File: src/hw/rtl/elr_pkg.sv
package elr_pkg;

  // field widths of the item and pixel channels
  localparam int COORD_BITS  = 16;
  localparam int RADIUS_BITS = 13;
  localparam int PIX_BITS    = COORD_BITS + 1;

  // a radius that passes the start check is positive, so its sign bit is dropped
  localparam int RMAG_BITS   = RADIUS_BITS - 1;
  localparam int SQ_BITS     = 2 * RMAG_BITS;
  // walk coordinates: x counts up from zero, y counts down to minus one
  localparam int STEP_BITS   = RADIUS_BITS + 1;
  // multiplier factor: 2x+1 or 1-2y
  localparam int FACT_BITS   = STEP_BITS + 2;
  localparam int PROD_BITS   = FACT_BITS + SQ_BITS + 1;
  localparam int ERR_BITS    = 3 * RMAG_BITS + 4;

  // command queue between front and back
  localparam int QDEPTH      = 2;
  localparam int QPTR_BITS   = $clog2(QDEPTH);
  localparam int QCNT_BITS   = QPTR_BITS + 1;

  // item opcodes
  localparam logic OP_START = 1'b0;
  localparam logic OP_TICK  = 1'b1;

  // classified command as held in the queue
  typedef struct packed {
    logic                         is_start;
    logic signed [COORD_BITS-1:0] ctr_x;
    logic signed [COORD_BITS-1:0] ctr_y;
    logic [RMAG_BITS-1:0]         rad_a;
    logic [RMAG_BITS-1:0]         rad_b;
    logic [SQ_BITS-1:0]           a_sq;
    logic [SQ_BITS-1:0]           b_sq;
    logic [31:0]                  color;
  } cmd_t;

  // back end status seen by the top level
  typedef struct packed {
    logic       busy;
    logic       updating;
    logic       emitting;
    logic [1:0] emit_cnt;
  } back_status_t;

endpackage

File: src/hw/rtl/elr_in_if.sv
interface elr_in_if;
  logic                                  valid;
  logic                                  ready;
  logic                                  opcode;
  logic signed [elr_pkg::COORD_BITS-1:0]  center_x;
  logic signed [elr_pkg::COORD_BITS-1:0]  center_y;
  logic signed [elr_pkg::RADIUS_BITS-1:0] radius_x;
  logic signed [elr_pkg::RADIUS_BITS-1:0] radius_y;
  logic [31:0]                           color;

  modport source (
    output valid, opcode, center_x, center_y, radius_x, radius_y, color,
    input  ready
  );
  modport sink (
    input  valid, opcode, center_x, center_y, radius_x, radius_y, color,
    output ready
  );
endinterface

File: src/hw/rtl/elr_out_if.sv
interface elr_out_if;
  logic                                valid;
  logic                                ready;
  logic signed [elr_pkg::PIX_BITS-1:0] pixel_x;
  logic signed [elr_pkg::PIX_BITS-1:0] pixel_y;
  logic [31:0]                         pixel_color;
  logic                                last;

  modport source (
    output valid, pixel_x, pixel_y, pixel_color, last,
    input  ready
  );
  modport sink (
    input  valid, pixel_x, pixel_y, pixel_color, last,
    output ready
  );
endinterface

File: src/hw/rtl/elr_front.sv
module elr_front (
  elr_in_if.sink         cmd,
  output logic           push_valid,
  input  logic           push_ready,
  output elr_pkg::cmd_t  push_data
);

  logic                            radii_ok;
  logic [elr_pkg::RMAG_BITS-1:0]   rad_a;
  logic [elr_pkg::RMAG_BITS-1:0]   rad_b;

  // a start needs both radii strictly positive
  assign radii_ok = !cmd.radius_x[elr_pkg::RADIUS_BITS-1] && (cmd.radius_x != '0) &&
                    !cmd.radius_y[elr_pkg::RADIUS_BITS-1] && (cmd.radius_y != '0);

  assign rad_a = cmd.radius_x[elr_pkg::RMAG_BITS-1:0];
  assign rad_b = cmd.radius_y[elr_pkg::RMAG_BITS-1:0];

  // items are always taken while the queue has room; rejected starts are dropped
  assign cmd.ready  = push_ready;
  assign push_valid = cmd.valid && ((cmd.opcode == elr_pkg::OP_TICK) || radii_ok);

  // squares are formed here and registered by the queue
  always_comb begin
    push_data.is_start = (cmd.opcode == elr_pkg::OP_START);
    push_data.ctr_x    = cmd.center_x;
    push_data.ctr_y    = cmd.center_y;
    push_data.rad_a    = rad_a;
    push_data.rad_b    = rad_b;
    push_data.a_sq     = elr_pkg::SQ_BITS'(rad_a) * elr_pkg::SQ_BITS'(rad_a);
    push_data.b_sq     = elr_pkg::SQ_BITS'(rad_b) * elr_pkg::SQ_BITS'(rad_b);
    push_data.color    = cmd.color;
  end

endmodule

File: src/hw/rtl/elr_cmd_queue.sv
module elr_cmd_queue (
  input  logic           clk,
  input  logic           rst,
  input  logic           push_valid,
  output logic           push_ready,
  input  elr_pkg::cmd_t  push_data,
  output logic           pop_valid,
  input  logic           pop_ready,
  output elr_pkg::cmd_t  pop_data
);

  elr_pkg::cmd_t                   entries [elr_pkg::QDEPTH];
  logic [elr_pkg::QPTR_BITS-1:0]   wr_ptr;
  logic [elr_pkg::QPTR_BITS-1:0]   rd_ptr;
  logic [elr_pkg::QCNT_BITS-1:0]   count;
  logic                            push;
  logic                            pop;

  assign push_ready = (count != elr_pkg::QCNT_BITS'(elr_pkg::QDEPTH));
  assign pop_valid  = (count != '0);
  assign push       = push_valid && push_ready;
  assign pop        = pop_valid && pop_ready;
  assign pop_data   = entries[rd_ptr];

  // storage
  always_ff @(posedge clk) begin
    if (push) begin
      entries[wr_ptr] <= push_data;
    end
  end

  // pointers and fill level
  always_ff @(posedge clk) begin
    if (rst) begin
      wr_ptr <= '0;
      rd_ptr <= '0;
      count  <= '0;
    end else begin
      if (push) begin
        wr_ptr <= wr_ptr + 1'b1;
      end
      if (pop) begin
        rd_ptr <= rd_ptr + 1'b1;
      end
      if (push && !pop) begin
        count <= count + 1'b1;
      end else if (pop && !push) begin
        count <= count - 1'b1;
      end
    end
  end

endmodule

File: src/hw/rtl/elr_back.sv
module elr_back (
  input  logic                  clk,
  input  logic                  rst,
  input  logic                  pop_valid,
  output logic                  pop_ready,
  input  elr_pkg::cmd_t         pop_data,
  elr_out_if.source             pixels,
  output elr_pkg::back_status_t status
);

  localparam logic ST_IDLE = 1'b0;
  localparam logic ST_UPD  = 1'b1;

  logic                                 state;
  logic                                 busy;
  logic [elr_pkg::STEP_BITS-1:0]        cur_x;
  logic signed [elr_pkg::STEP_BITS-1:0] cur_y;
  logic signed [elr_pkg::ERR_BITS-1:0]  err_term;
  logic signed [elr_pkg::ERR_BITS-1:0]  prod;
  logic                                 init;
  logic signed [elr_pkg::COORD_BITS-1:0] ctr_x;
  logic signed [elr_pkg::COORD_BITS-1:0] ctr_y;
  logic [elr_pkg::SQ_BITS-1:0]          a_squared;
  logic [elr_pkg::SQ_BITS-1:0]          b_squared;
  logic [31:0]                          held_color;

  // pixel burst registers
  logic                                  e_act;
  logic [1:0]                            e_cnt;
  logic signed [elr_pkg::COORD_BITS-1:0] e_cx;
  logic signed [elr_pkg::COORD_BITS-1:0] e_cy;
  logic signed [elr_pkg::STEP_BITS:0]    e_dx;
  logic signed [elr_pkg::STEP_BITS-1:0]  e_dy;
  logic [31:0]                           e_color;
  logic                                  e_fin;

  logic                                  emit_free;
  logic                                  out_fire;
  logic                                  pop;
  logic                                  step;
  logic                                  neg;
  logic                                  fin_now;
  logic [elr_pkg::STEP_BITS:0]           dx_now;
  logic signed [elr_pkg::FACT_BITS-1:0]  fact;
  logic [elr_pkg::SQ_BITS-1:0]           msq;
  logic signed [elr_pkg::PROD_BITS-1:0]  prod_full;
  logic signed [elr_pkg::PIX_BITS-1:0]   px_base;
  logic signed [elr_pkg::PIX_BITS-1:0]   px_off;
  logic signed [elr_pkg::PIX_BITS-1:0]   py_base;
  logic signed [elr_pkg::PIX_BITS-1:0]   py_off;

  // handshakes: the next command waits for the error update and a free burst slot
  assign out_fire  = pixels.valid && pixels.ready;
  assign emit_free = !e_act || (pixels.ready && (e_cnt == 2'd3));
  assign pop_ready = (state == ST_IDLE) && emit_free;
  assign pop       = pop_valid && pop_ready;
  assign step      = pop && !pop_data.is_start && busy;

  // step classification from the current error sign
  assign neg     = err_term[elr_pkg::ERR_BITS-1];
  assign fin_now = !neg && (cur_y[elr_pkg::STEP_BITS-1] || (cur_y == '0));
  assign dx_now  = {1'b0, cur_x} - {{elr_pkg::STEP_BITS{1'b0}}, !neg};

  // shared multiplier: b*b*a on start, step increment on tick
  always_comb begin
    if (pop_data.is_start) begin
      fact = $signed(elr_pkg::FACT_BITS'(pop_data.rad_a));
      msq  = pop_data.b_sq;
    end else if (neg) begin
      fact = $signed({1'b0, cur_x, 1'b1});
      msq  = b_squared;
    end else begin
      fact = $signed(elr_pkg::FACT_BITS'(1) - {cur_y[elr_pkg::STEP_BITS-1], cur_y, 1'b0});
      msq  = a_squared;
    end
    prod_full = fact * $signed({1'b0, msq});
  end

  // walk state and error accumulator
  always_ff @(posedge clk) begin
    if (rst) begin
      state <= ST_IDLE;
      busy  <= 1'b0;
    end else begin
      case (state)
        ST_IDLE: begin
          if (pop && pop_data.is_start) begin
            busy  <= 1'b1;
            state <= ST_UPD;
          end else if (step) begin
            if (fin_now) begin
              busy <= 1'b0;
            end
            state <= ST_UPD;
          end
        end
        ST_UPD: begin
          state <= ST_IDLE;
        end
        default: begin
          state <= ST_IDLE;
        end
      endcase
    end
  end

  // datapath registers
  always_ff @(posedge clk) begin
    if (pop && pop_data.is_start) begin
      ctr_x      <= pop_data.ctr_x;
      ctr_y      <= pop_data.ctr_y;
      a_squared  <= pop_data.a_sq;
      b_squared  <= pop_data.b_sq;
      held_color <= pop_data.color;
      cur_x      <= '0;
      cur_y      <= $signed(elr_pkg::STEP_BITS'(pop_data.rad_b));
      prod       <= prod_full[elr_pkg::ERR_BITS-1:0];
      init       <= 1'b1;
    end else if (step) begin
      if (neg) begin
        cur_x <= cur_x + 1'b1;
      end else begin
        cur_y <= cur_y - $signed(elr_pkg::STEP_BITS'(1));
      end
      prod <= prod_full[elr_pkg::ERR_BITS-1:0];
      init <= 1'b0;
    end
    if (state == ST_UPD) begin
      err_term <= init ? -prod : err_term + prod;
    end
  end

  // four mirrored pixels per step
  always_ff @(posedge clk) begin
    if (rst) begin
      e_act <= 1'b0;
      e_cnt <= '0;
    end else begin
      if (step) begin
        e_act <= 1'b1;
        e_cnt <= '0;
      end else if (out_fire) begin
        e_cnt <= e_cnt + 1'b1;
        if (e_cnt == 2'd3) begin
          e_act <= 1'b0;
        end
      end
    end
  end

  always_ff @(posedge clk) begin
    if (step) begin
      e_cx    <= ctr_x;
      e_cy    <= ctr_y;
      e_dx    <= $signed(dx_now);
      e_dy    <= cur_y;
      e_color <= held_color;
      e_fin   <= fin_now;
    end
  end

  // pixel coordinates wrap to the output width
  assign px_base = elr_pkg::PIX_BITS'(e_cx);
  assign px_off  = elr_pkg::PIX_BITS'(e_dx);
  assign py_base = elr_pkg::PIX_BITS'(e_cy);
  assign py_off  = elr_pkg::PIX_BITS'(e_dy);

  assign pixels.valid       = e_act;
  assign pixels.pixel_x     = e_cnt[0] ? px_base + px_off : px_base - px_off;
  assign pixels.pixel_y     = e_cnt[1] ? py_base + py_off : py_base - py_off;
  assign pixels.pixel_color = e_color;
  assign pixels.last        = e_fin && (e_cnt == 2'd3);

  // status
  assign status.busy     = busy;
  assign status.updating = (state == ST_UPD);
  assign status.emitting = e_act;
  assign status.emit_cnt = e_cnt;

endmodule

File: src/hw/rtl/ellipse_outline_rasterizer.sv
// Ellipse outline rasterizer. A start item (opcode 0) with both radii positive loads center,
// radii and color, and its error term is set in the update state of the back end; a start with
// a nonpositive radius is dropped. Each tick (opcode 1) while drawing performs one step of the
// error recurrence and emits four mirrored pixels; a tick while idle is discarded. A tick's
// four-pixel burst on the single output port holds off the next command, which can be taken
// at the earliest as the fourth pixel is accepted; the error update through the shared
// multiplier finishes inside the burst. Items are accepted into a two-entry command queue
// whenever it has room, independent of output stalls. last marks the fourth pixel of the step
// that moves y below zero. Axis pixels repeat; clipping is left to the consumer.
module ellipse_outline_rasterizer (
  input logic        clk,
  input logic        rst,
  elr_in_if.sink     cmd,
  elr_out_if.source  pixels
);

  logic                  push_valid;
  logic                  push_ready;
  elr_pkg::cmd_t         push_data;
  logic                  pop_valid;
  logic                  pop_ready;
  elr_pkg::cmd_t         pop_data;
  elr_pkg::back_status_t status;

  // classify items and form squares
  elr_front u_front (
    .cmd        (cmd),
    .push_valid (push_valid),
    .push_ready (push_ready),
    .push_data  (push_data)
  );

  // decoupling queue
  elr_cmd_queue u_queue (
    .clk        (clk),
    .rst        (rst),
    .push_valid (push_valid),
    .push_ready (push_ready),
    .push_data  (push_data),
    .pop_valid  (pop_valid),
    .pop_ready  (pop_ready),
    .pop_data   (pop_data)
  );

  // walk the outline and emit pixels
  elr_back u_back (
    .clk       (clk),
    .rst       (rst),
    .pop_valid (pop_valid),
    .pop_ready (pop_ready),
    .pop_data  (pop_data),
    .pixels    (pixels),
    .status    (status)
  );

  // the final pixel is shown only after drawing has stopped
  assert property (@(posedge clk) disable iff (rst)
    pixels.valid && pixels.last |-> !status.busy)
    else $error("last pixel while still drawing");

  // the error update state is never entered twice in a row
  assert property (@(posedge clk) disable iff (rst)
    status.updating |=> !status.updating)
    else $error("error update stuck");

  // a burst keeps going until its fourth pixel is taken
  assert property (@(posedge clk) disable iff (rst)
    pixels.valid && pixels.ready && (status.emit_cnt != 2'd3) |=> pixels.valid)
    else $error("pixel burst cut short");

  // no command is taken while an update is in flight
  assert property (@(posedge clk) disable iff (rst)
    status.updating |-> !pop_ready)
    else $error("command popped during update");

endmodule
File: src/flat_wrapper.sv
// flat-port wrapper written by rule: the top's interface ports become plain ports
module ellipse_outline_rasterizer_flat 
  (clk, rst, cmd_valid, cmd_opcode, cmd_center_x, cmd_center_y, cmd_radius_x, cmd_radius_y, cmd_color, cmd_ready, pixels_valid, pixels_pixel_x, pixels_pixel_y, pixels_pixel_color, pixels_last, pixels_ready);
  elr_in_if cmd_i ();
  elr_out_if pixels_i ();
  input logic clk;
  input logic rst;
  input wire logic [$bits(cmd_i.valid)-1:0] cmd_valid;
  input wire logic [$bits(cmd_i.opcode)-1:0] cmd_opcode;
  input wire logic [$bits(cmd_i.center_x)-1:0] cmd_center_x;
  input wire logic [$bits(cmd_i.center_y)-1:0] cmd_center_y;
  input wire logic [$bits(cmd_i.radius_x)-1:0] cmd_radius_x;
  input wire logic [$bits(cmd_i.radius_y)-1:0] cmd_radius_y;
  input wire logic [$bits(cmd_i.color)-1:0] cmd_color;
  output wire logic [$bits(cmd_i.ready)-1:0] cmd_ready;
  output wire logic [$bits(pixels_i.valid)-1:0] pixels_valid;
  output wire logic [$bits(pixels_i.pixel_x)-1:0] pixels_pixel_x;
  output wire logic [$bits(pixels_i.pixel_y)-1:0] pixels_pixel_y;
  output wire logic [$bits(pixels_i.pixel_color)-1:0] pixels_pixel_color;
  output wire logic [$bits(pixels_i.last)-1:0] pixels_last;
  input wire logic [$bits(pixels_i.ready)-1:0] pixels_ready;
  assign cmd_i.valid = cmd_valid;
  assign cmd_i.opcode = cmd_opcode;
  assign cmd_i.center_x = cmd_center_x;
  assign cmd_i.center_y = cmd_center_y;
  assign cmd_i.radius_x = cmd_radius_x;
  assign cmd_i.radius_y = cmd_radius_y;
  assign cmd_i.color = cmd_color;
  assign cmd_ready = cmd_i.ready;
  assign pixels_valid = pixels_i.valid;
  assign pixels_pixel_x = pixels_i.pixel_x;
  assign pixels_pixel_y = pixels_i.pixel_y;
  assign pixels_pixel_color = pixels_i.pixel_color;
  assign pixels_last = pixels_i.last;
  assign pixels_i.ready = pixels_ready;
  ellipse_outline_rasterizer u_core (.clk(clk), .rst(rst), .cmd(cmd_i), .pixels(pixels_i));
endmodule
File: config.mk
export PLATFORM = sky130hd
export DESIGN_NAME = ellipse_outline_rasterizer_flat
export DESIGN_NICKNAME = d
export VERILOG_FILES = /design/src/hw/rtl/elr_pkg.sv /design/src/hw/rtl/elr_in_if.sv /design/src/hw/rtl/elr_out_if.sv /design/src/hw/rtl/elr_front.sv /design/src/hw/rtl/elr_cmd_queue.sv /design/src/hw/rtl/elr_back.sv /design/src/hw/rtl/ellipse_outline_rasterizer.sv /design/src/flat_wrapper.sv
export SDC_FILE = /design/constraint.sdc
export NUM_CORES = 2
export LEC_CHECK = 0
export BUFFER_PORTS_ARGS = -buffer_cell sky130_fd_sc_hd__buf_2
export CAP_MARGIN = 10
export CORE_MARGIN = 5
export CORE_UTILIZATION = 65
export DETAILED_ROUTE_END_ITERATION = 8
export PLACE_DENSITY = 0.89
export SYNTH_ARGS = -nofsm -noshare
export SYNTH_HDL_FRONTEND = slang
export SYNTH_SLANG_ARGS = --single-unit
File: constraint.sdc
create_clock -name clk -period 20.9 [get_ports clk]
set_clock_uncertainty 0.1 [all_clocks]
set_input_delay 3.135 -clock clk [delete_from_list [all_inputs] [get_ports clk]]
set_output_delay 3.135 -clock clk [all_outputs]
set_load 0.02 [all_outputs]
# Yosys cells after proc, flatten, opt, wreduce, memory -nomap -nowiden
# Memories as Yosys holds them, arrays and structs flattened. A register that Yosys moved wholly into a read port is not among the register bits.
# Cells that the tools add are included.
classes:
  addsub: 15
  mux: 27
  n_bitwise: 3
  n_mul: 3
  reduce_logical: 41
  eq_ne: 3
op_table:
  columns: ["op", "count"]
  rows:
  - ["$mux W40", 3]
  - ["$mul A12 B12 Y24", 2]
  - ["$mux W24", 2]
  - ["$add A40 B40 Y40", 1]
  - ["$mul A16 B25 Y40", 1]
  - ["$neg A40 Y40", 1]
  - ["$mux W12", 3]
  - ["$mux W17", 2]
  - ["$mux W16", 2]
  - ["$reduce_bool A13 Y1", 2]
  - ["$add A16 B14 Y17", 1]
  - ["$add A16 B15 Y17", 1]
  - ["$sub A16 B14 Y17", 1]
  - ["$sub A16 B15 Y17", 1]
  - ["$logic_and A1 B1 Y1", 16]
  - ["$sub A2 B15 Y16 const A", 1]
  - ["$sub A14 B1 Y15", 1]
  - ["$add A14 B1 Y14 const B", 1]
  - ["$logic_not A14 Y1", 1]
  - ["$sub A14 B2 Y14 const B", 1]
  - ["$mux W1", 12]
  - ["$reduce_bool A2 Y1", 6]
  - ["$reduce_and A2 Y1", 4]
  - ["$logic_not A1 Y1", 7]
  - ["12 further kinds", 19]
totals:
  ram_bits: 274
  inputBits: 95
  wordCells: 117
  register_bits: 324
  output_inout_bits: 69
  n_memories: 1
memory_table:
  columns: ["name", "words", "width", "read_ports", "rd_clocked_by_memory_dff", "write_ports", "line_no", "text"]
  rows:
  - ["u_core.u_queue.entries", 2, 137, 1, 1, 1, "elr_cmd_queue.sv:12", "elr_pkg::cmd_t entries [elr_pkg::QDEPTH];"]

# Depth between registers and ports, before layout
depth:
  depth_word: 11
  depth_mapped: 32
  depth_no_buf: 31

# By module
# From an unflattened synthesis, not the netlist that was laid out.
hier_totals:
  hier_cells: 4393
  area_unflattened_um2: 47787.1
modules_own_cells:
  columns: ["module", "cells_per_inst", "seq_area_each_um2", "n_inst", "area_per_inst_um2"]
  rows:
  - ["elr_back", 2925, 9389.0, 1, 28970.3]
  - ["elr_cmd_queue", 450, 8328.0, 1, 10154.7]
  - ["elr_front", 1018, 0.0, 1, 8662.1]

# Least setup slack after synthesis
# Ideal clock, no wire load.
synth_timing:
  kind: "input port to flip-flop"
  start: "in cmd_radius_y[3]"
  end: "mem u_core.u_queue.entries[0][0] (netlist name), enable pin"
  setup_time_ns: 0.789
  slack_ns: 7.445
  arrival_time_ns: 12.566
  path_buffers: 0
  cell_stages: 4
  required_ns: 20.011
  cell_sequence: "nor4_1 a311oi_1 a21oi_1 nor3_1"
synth_via:
  elab_chain_len: 7
synth_lines:
  columns: ["item", "line_no", "text"]
  rows:
  - ["from (decl)", "flat_wrapper.sv:13", "input wire logic [$bits(cmd_i.radius_y)-1:0] cmd_radius_y;"]
  - ["$reduce_bool A13 Y1", "elr_front.sv:14", "!cmd.radius_y[elr_pkg::RADIUS_BITS-1] && (cmd.radius_y != '0);"]
  - ["$logic_and A1 B1 Y1", "elr_front.sv:14", null]
  - ["$logic_or A1 B1 Y1", "elr_front.sv:21", "assign push_valid = cmd.valid && ((cmd.opcode == elr_pkg::OP_TICK) || radii_ok);"]
  - ["$logic_and A1 B1 Y1", "elr_front.sv:21", null]
  - ["$logic_and A1 B1 Y1", "elr_cmd_queue.sv:21", "assign push = push_valid && push_ready;"]
  - ["$mux W1", "elr_cmd_queue.sv:27", "if (push) begin"]
  - ["$mux W1 (not written as such)", "elr_cmd_queue.sv:28", "entries[wr_ptr] <= push_data;"]
  - ["to (decl)", "elr_cmd_queue.sv:12", null]
# No other way between the ends.

# Final worst setup path
layout_timing:
  start: "reg u_core.u_back.cur_y[2] (netlist name)"
  end: "reg u_core.u_back.prod[39] (netlist name) (data pin)"
layout_via:
  elab_chain_len: 6
layout_lines:
  columns: ["item", "line_no", "text"]
  rows:
  - ["from (decl)", "elr_back.sv:17", "logic signed [elr_pkg::STEP_BITS-1:0] cur_y;"]
  - ["from (signal assigned)", "elr_back.sv:116", "cur_y <= $signed(elr_pkg::STEP_BITS'(pop_data.rad_b));"]
  - ["from (signal assigned)", "elr_back.sv:123", "cur_y <= cur_y - $signed(elr_pkg::STEP_BITS'(1));"]
  - ["$sub A2 B15 Y16 (*)", "elr_back.sv:73", "fact = $signed(elr_pkg::FACT_BITS'(1) - {cur_y[elr_pkg::STEP_BITS-1], cur_y, 1'b0});"]
  - ["$mux W16 (*)", "elr_back.sv:69", "end else if (neg) begin"]
  - ["$mux W16 (*)", "elr_back.sv:66", "if (pop_data.is_start) begin"]
  - ["$mul A16 B25 Y40 (*)", "elr_back.sv:76", "prod_full = fact * $signed({1'b0, msq});"]
  - ["net u_core.u_back.prod_full, one bit", "elr_back.sv:46", "logic signed [elr_pkg::PROD_BITS-1:0] prod_full;"]
  - ["$mux W40", "elr_back.sv:119", "end else if (step) begin"]
  - ["$mux W40 (*)", "elr_back.sv:109", "if (pop && pop_data.is_start) begin"]
  - ["to (signal assigned)", "elr_back.sv:117", "prod <= prod_full[elr_pkg::ERR_BITS-1:0];"]
  - ["to (signal assigned)", "elr_back.sv:125", "prod <= prod_full[elr_pkg::ERR_BITS-1:0];"]
  - ["to (decl)", "elr_back.sv:19", "logic signed [elr_pkg::ERR_BITS-1:0] prod;"]
# Mark *: on every way through the listed nets, which the timed path passes. The rest lies on a longest branch. The select of a mux whose other input is x is not followed.
# A chain may end at the register's enable or synchronous reset.

==> flow_metrics.tcl <==
set metrics [dict create \
    timing.fmax_mhz 107 \
    dr.first_iter.drc_count 3671 \
    layout-drive-gt1-share 0.0997 \
    critPathArrivalTime_ns 9.67 \
    worstSetupStartpointType "register" \
    crit_fanout 9 \
    seq_area_frac_synth 0.379 \
    finalCritPeriodShare 0.449 \
    final_common_cell "inv_1" \
    io_pins 164 \
    layout_common_cells "640 x inv_1, 562 x edfxtp_1, 466 x fa_1, 424 x nand2_1, 321 x ha_1" \
    maxSlewViolCount 0 \
    layout.area.seq_um2 17400 \
    highest_layer "met4" \
    drtPass1Iterations 8 \
    postCtsResizedCells 0 \
    slowest_delay_ns 0.83 \
    cts_sinks 589 \
    synth_edf_count 562 \
    finalHoldViolCount 0 \
    final-setup-viol-count 0 \
    async_flop_share 0 \
    die_width_um 276 \
    maxCapViolations 0 \
    multi_input_area_um2 25600 \
    cts_tree "built" \
    die_y_um 276 \
    core_area_um2 70000 \
    setup_tns_ns 0 \
    worst_path_most_repeated_cell "fa_1" \
    netlist_instances 4175 \
    worstSetupPathType "reg -> reg" \
    htreeDepth 2 \
    r2r-start "u_core.u_back.cur_y[2]" \
    clock_latency_ns 0.64 \
    place.gp.congestion 0.957 \
    dp_slack_ns 11.96 \
    cp.required_ns 21.18 \
    setup.worst_path.start "u_core.u_back.cur_y[2]" \
    grtUsageTotal 0.307 \
    syn_avg_cell_area_um2 11.0 \
    synth.distinct_cells 74 \
    fillers 4311 \
    rsz0062_at_grt "false" \
    dp_hpwl_um 79600 \
    period_minus_slack_ns 9.39 \
    cts_buffer_depth 3 \
    area_growth_pct 8.26 \
    antenna_found_initial 5 \
    synth_flop_cell "edfxtp_1" \
    num_rows 97 \
    ys_ff_latch 589 \
    die_area_um2 76000 \
    routed-via-count 32567 \
    cp_slowest_cell "mux2i_1" \
    cts_root_buf "clkbuf_16" \
    wl_met3_um 11400 \
    overflow 0 \
    yosys_warnings 0 \
    routedWlPerCell_um 21.7 \
    grt_max_degree 85 \
    path_clk_slew_ns 0.07 \
    slew_headroom 0.171 \
    status "finished, final reports clean" \
    nNetsFinal 5185 \
    wl_um 115000 \
    hp-class "reg -> reg" \
    min_from "u_core.u_back.held_color[0]" \
    drc_errors 0 \
    worst_pin_slew_ns 1.23 \
    cts_hold_buf 0 \
    wl_met1_um 41000 \
    fin_ws_ns 11.51 \
    grt_pass1_vias 34348 \
    numCtsBuffers 59 \
    route.met2.wl_um 55400 \
    viasPerCell 6.15 \
    worstSetupEndpointType "register" \
    grt_pass1_wl_um 183000 \
    initial_core_util 0.655 \
    post_cts_buffers 0 \
    postRouteAntennaNets 0 \
    port_buffers 163 \
    synth_area_um2 45900 \
]
## per-stage QoR
step,utilization,hold slack [ns],cells,cell area [um2]
2_1_floorplan,-,0.300,4188,45900
3_3_place_gp,0.681,0.301,5178,47700
3_5_place_dp,0.681,0.305,5178,47700
4_1_cts,0.709,0.313,5289,49600
5_1_grt,0.710,0.322,5298,49700
6_report,0.710,0.313,5298,49700
## worst max-delay path, delay by kind of cell, from the launching register on
kind	cells	cell delay [ns]
adders and majority gates	7	3.43
xor gates and xnor gates	2	0.25
and+or+nand+nor	10	2.62
buffers and inverters	2	0.09
DFF	1	0.49
muxes	1	0.83
AOI/OAI and AO/OA	5	1.30
## kinds of logic (layout without fill, tap and decap cells)
| logic type | count (synthesis) | after routing | synth area share |
|---|---|---|---|
| other | 2 | 20 | 0.000164 |
| XOR/XNOR | 225 | 225 | 0.0429 |
| AO/OA/AOI/OAI | 510 | 510 | 0.0692 |
| multiplexers | 170 | 170 | 0.0403 |
| buffers and inverters | 784 | 949 | 0.0643 |
| AND/OR/NAND/NOR | 1108 | 1108 | 0.113 |
| adder cells (fa/ha/maj) | 787 | 787 | 0.291 |
| flip-flops | 589 | 589 | 0.379 |
## Yosys cell counts, types with 6 or more instances
library cell | number | share of area
a211oi_1 | 25 | 0.0041
a21boi_0 | 9 | 0.0015
a21o_1 | 51 | 0.0083
a21oi_1 | 163 | 0.018
a221oi_1 | 7 | 0.0013
a31oi_1 | 14 | 0.0019
and2_1 | 121 | 0.016
and3_1 | 31 | 0.0042
buf_1 | 11 | 0.00090
clkbuf_1 | 130 | 0.011
dfxtp_1 | 27 | 0.012
edfxtp_1 | 562 | 0.37
fa_1 | 466 | 0.20
ha_1 | 321 | 0.088
inv_1 | 641 | 0.052
mux2_2 | 120 | 0.029
mux2i_1 | 50 | 0.011
nand2_1 | 424 | 0.035
nand2b_1 | 26 | 0.0035
nand3_1 | 41 | 0.0045
nand4_1 | 13 | 0.0018
nor2_1 | 253 | 0.021
nor2b_1 | 40 | 0.0055
nor3_1 | 73 | 0.0080
nor4_1 | 22 | 0.0030
o211ai_1 | 10 | 0.0016
o21a_1 | 35 | 0.0057
o21ai_0 | 111 | 0.012
o21ai_1 | 15 | 0.0016
o21bai_1 | 14 | 0.0023
o31ai_1 | 8 | 0.0013
or2_2 | 9 | 0.0012
or3_1 | 25 | 0.0034
or4_1 | 6 | 0.00098
xnor2_1 | 132 | 0.025
xor2_1 | 93 | 0.018
## layout make-up
cell class	instances	area share
diodes	5	0.000252
clock buffers	67	0.0303
clock inverters	44	0.00944
inverters	641	0.0485
multi-input cells	2815	0.516
flip-flops and latches	589	0.351
well taps	940	0.0237
repair buffers	197	0.0216
## sequential cells by signal, summed over array words and instances (netlist names), 14 cells and up, named ones only
| name | flops |
|---|---|
| u_core.u_back.cur_y | 14 |
| u_core.u_back.a_squared | 23 |
| u_core.u_back.cur_x | 14 |
| u_core.u_back.e_cy | 16 |
| u_core.u_back.e_dx | 15 |
| u_core.u_back.b_squared | 23 |
| u_core.u_back.pixels.pixel_color | 32 |
| u_core.u_back.ctr_x | 16 |
| u_core.u_back.prod | 40 |
| u_core.u_back.ctr_y | 16 |
| u_core.u_queue.entries | 266 |
| u_core.u_back.held_color | 32 |
| u_core.u_back.err_term | 40 |
| u_core.u_back.e_dy | 14 |
| u_core.u_back.e_cx | 16 |
## per-layer routing
layer,global-route usage,up-vias
met2,0.513,2064
met4,0.161,0
met3,0.0699,596
li1,-,14156
met5,0,-
met1,0.374,15751
## worst paths after layout
path / to / slack (ns) / depth (start not counted)
setup / recovery: u_core.u_back.prod[39] / 11.51 / 27
hold / removal: u_core.u_back.pixels.pixel_color[0] / 0.31 / 0
setup reg to reg: u_core.u_back.prod[39] / 11.51 / 27
hold reg to reg: u_core.u_back.pixels.pixel_color[0] / 0.31 / 0
Power is not shown: default switching activity piles up to over one toggle a cycle in this logic, so the estimate is an artifact.
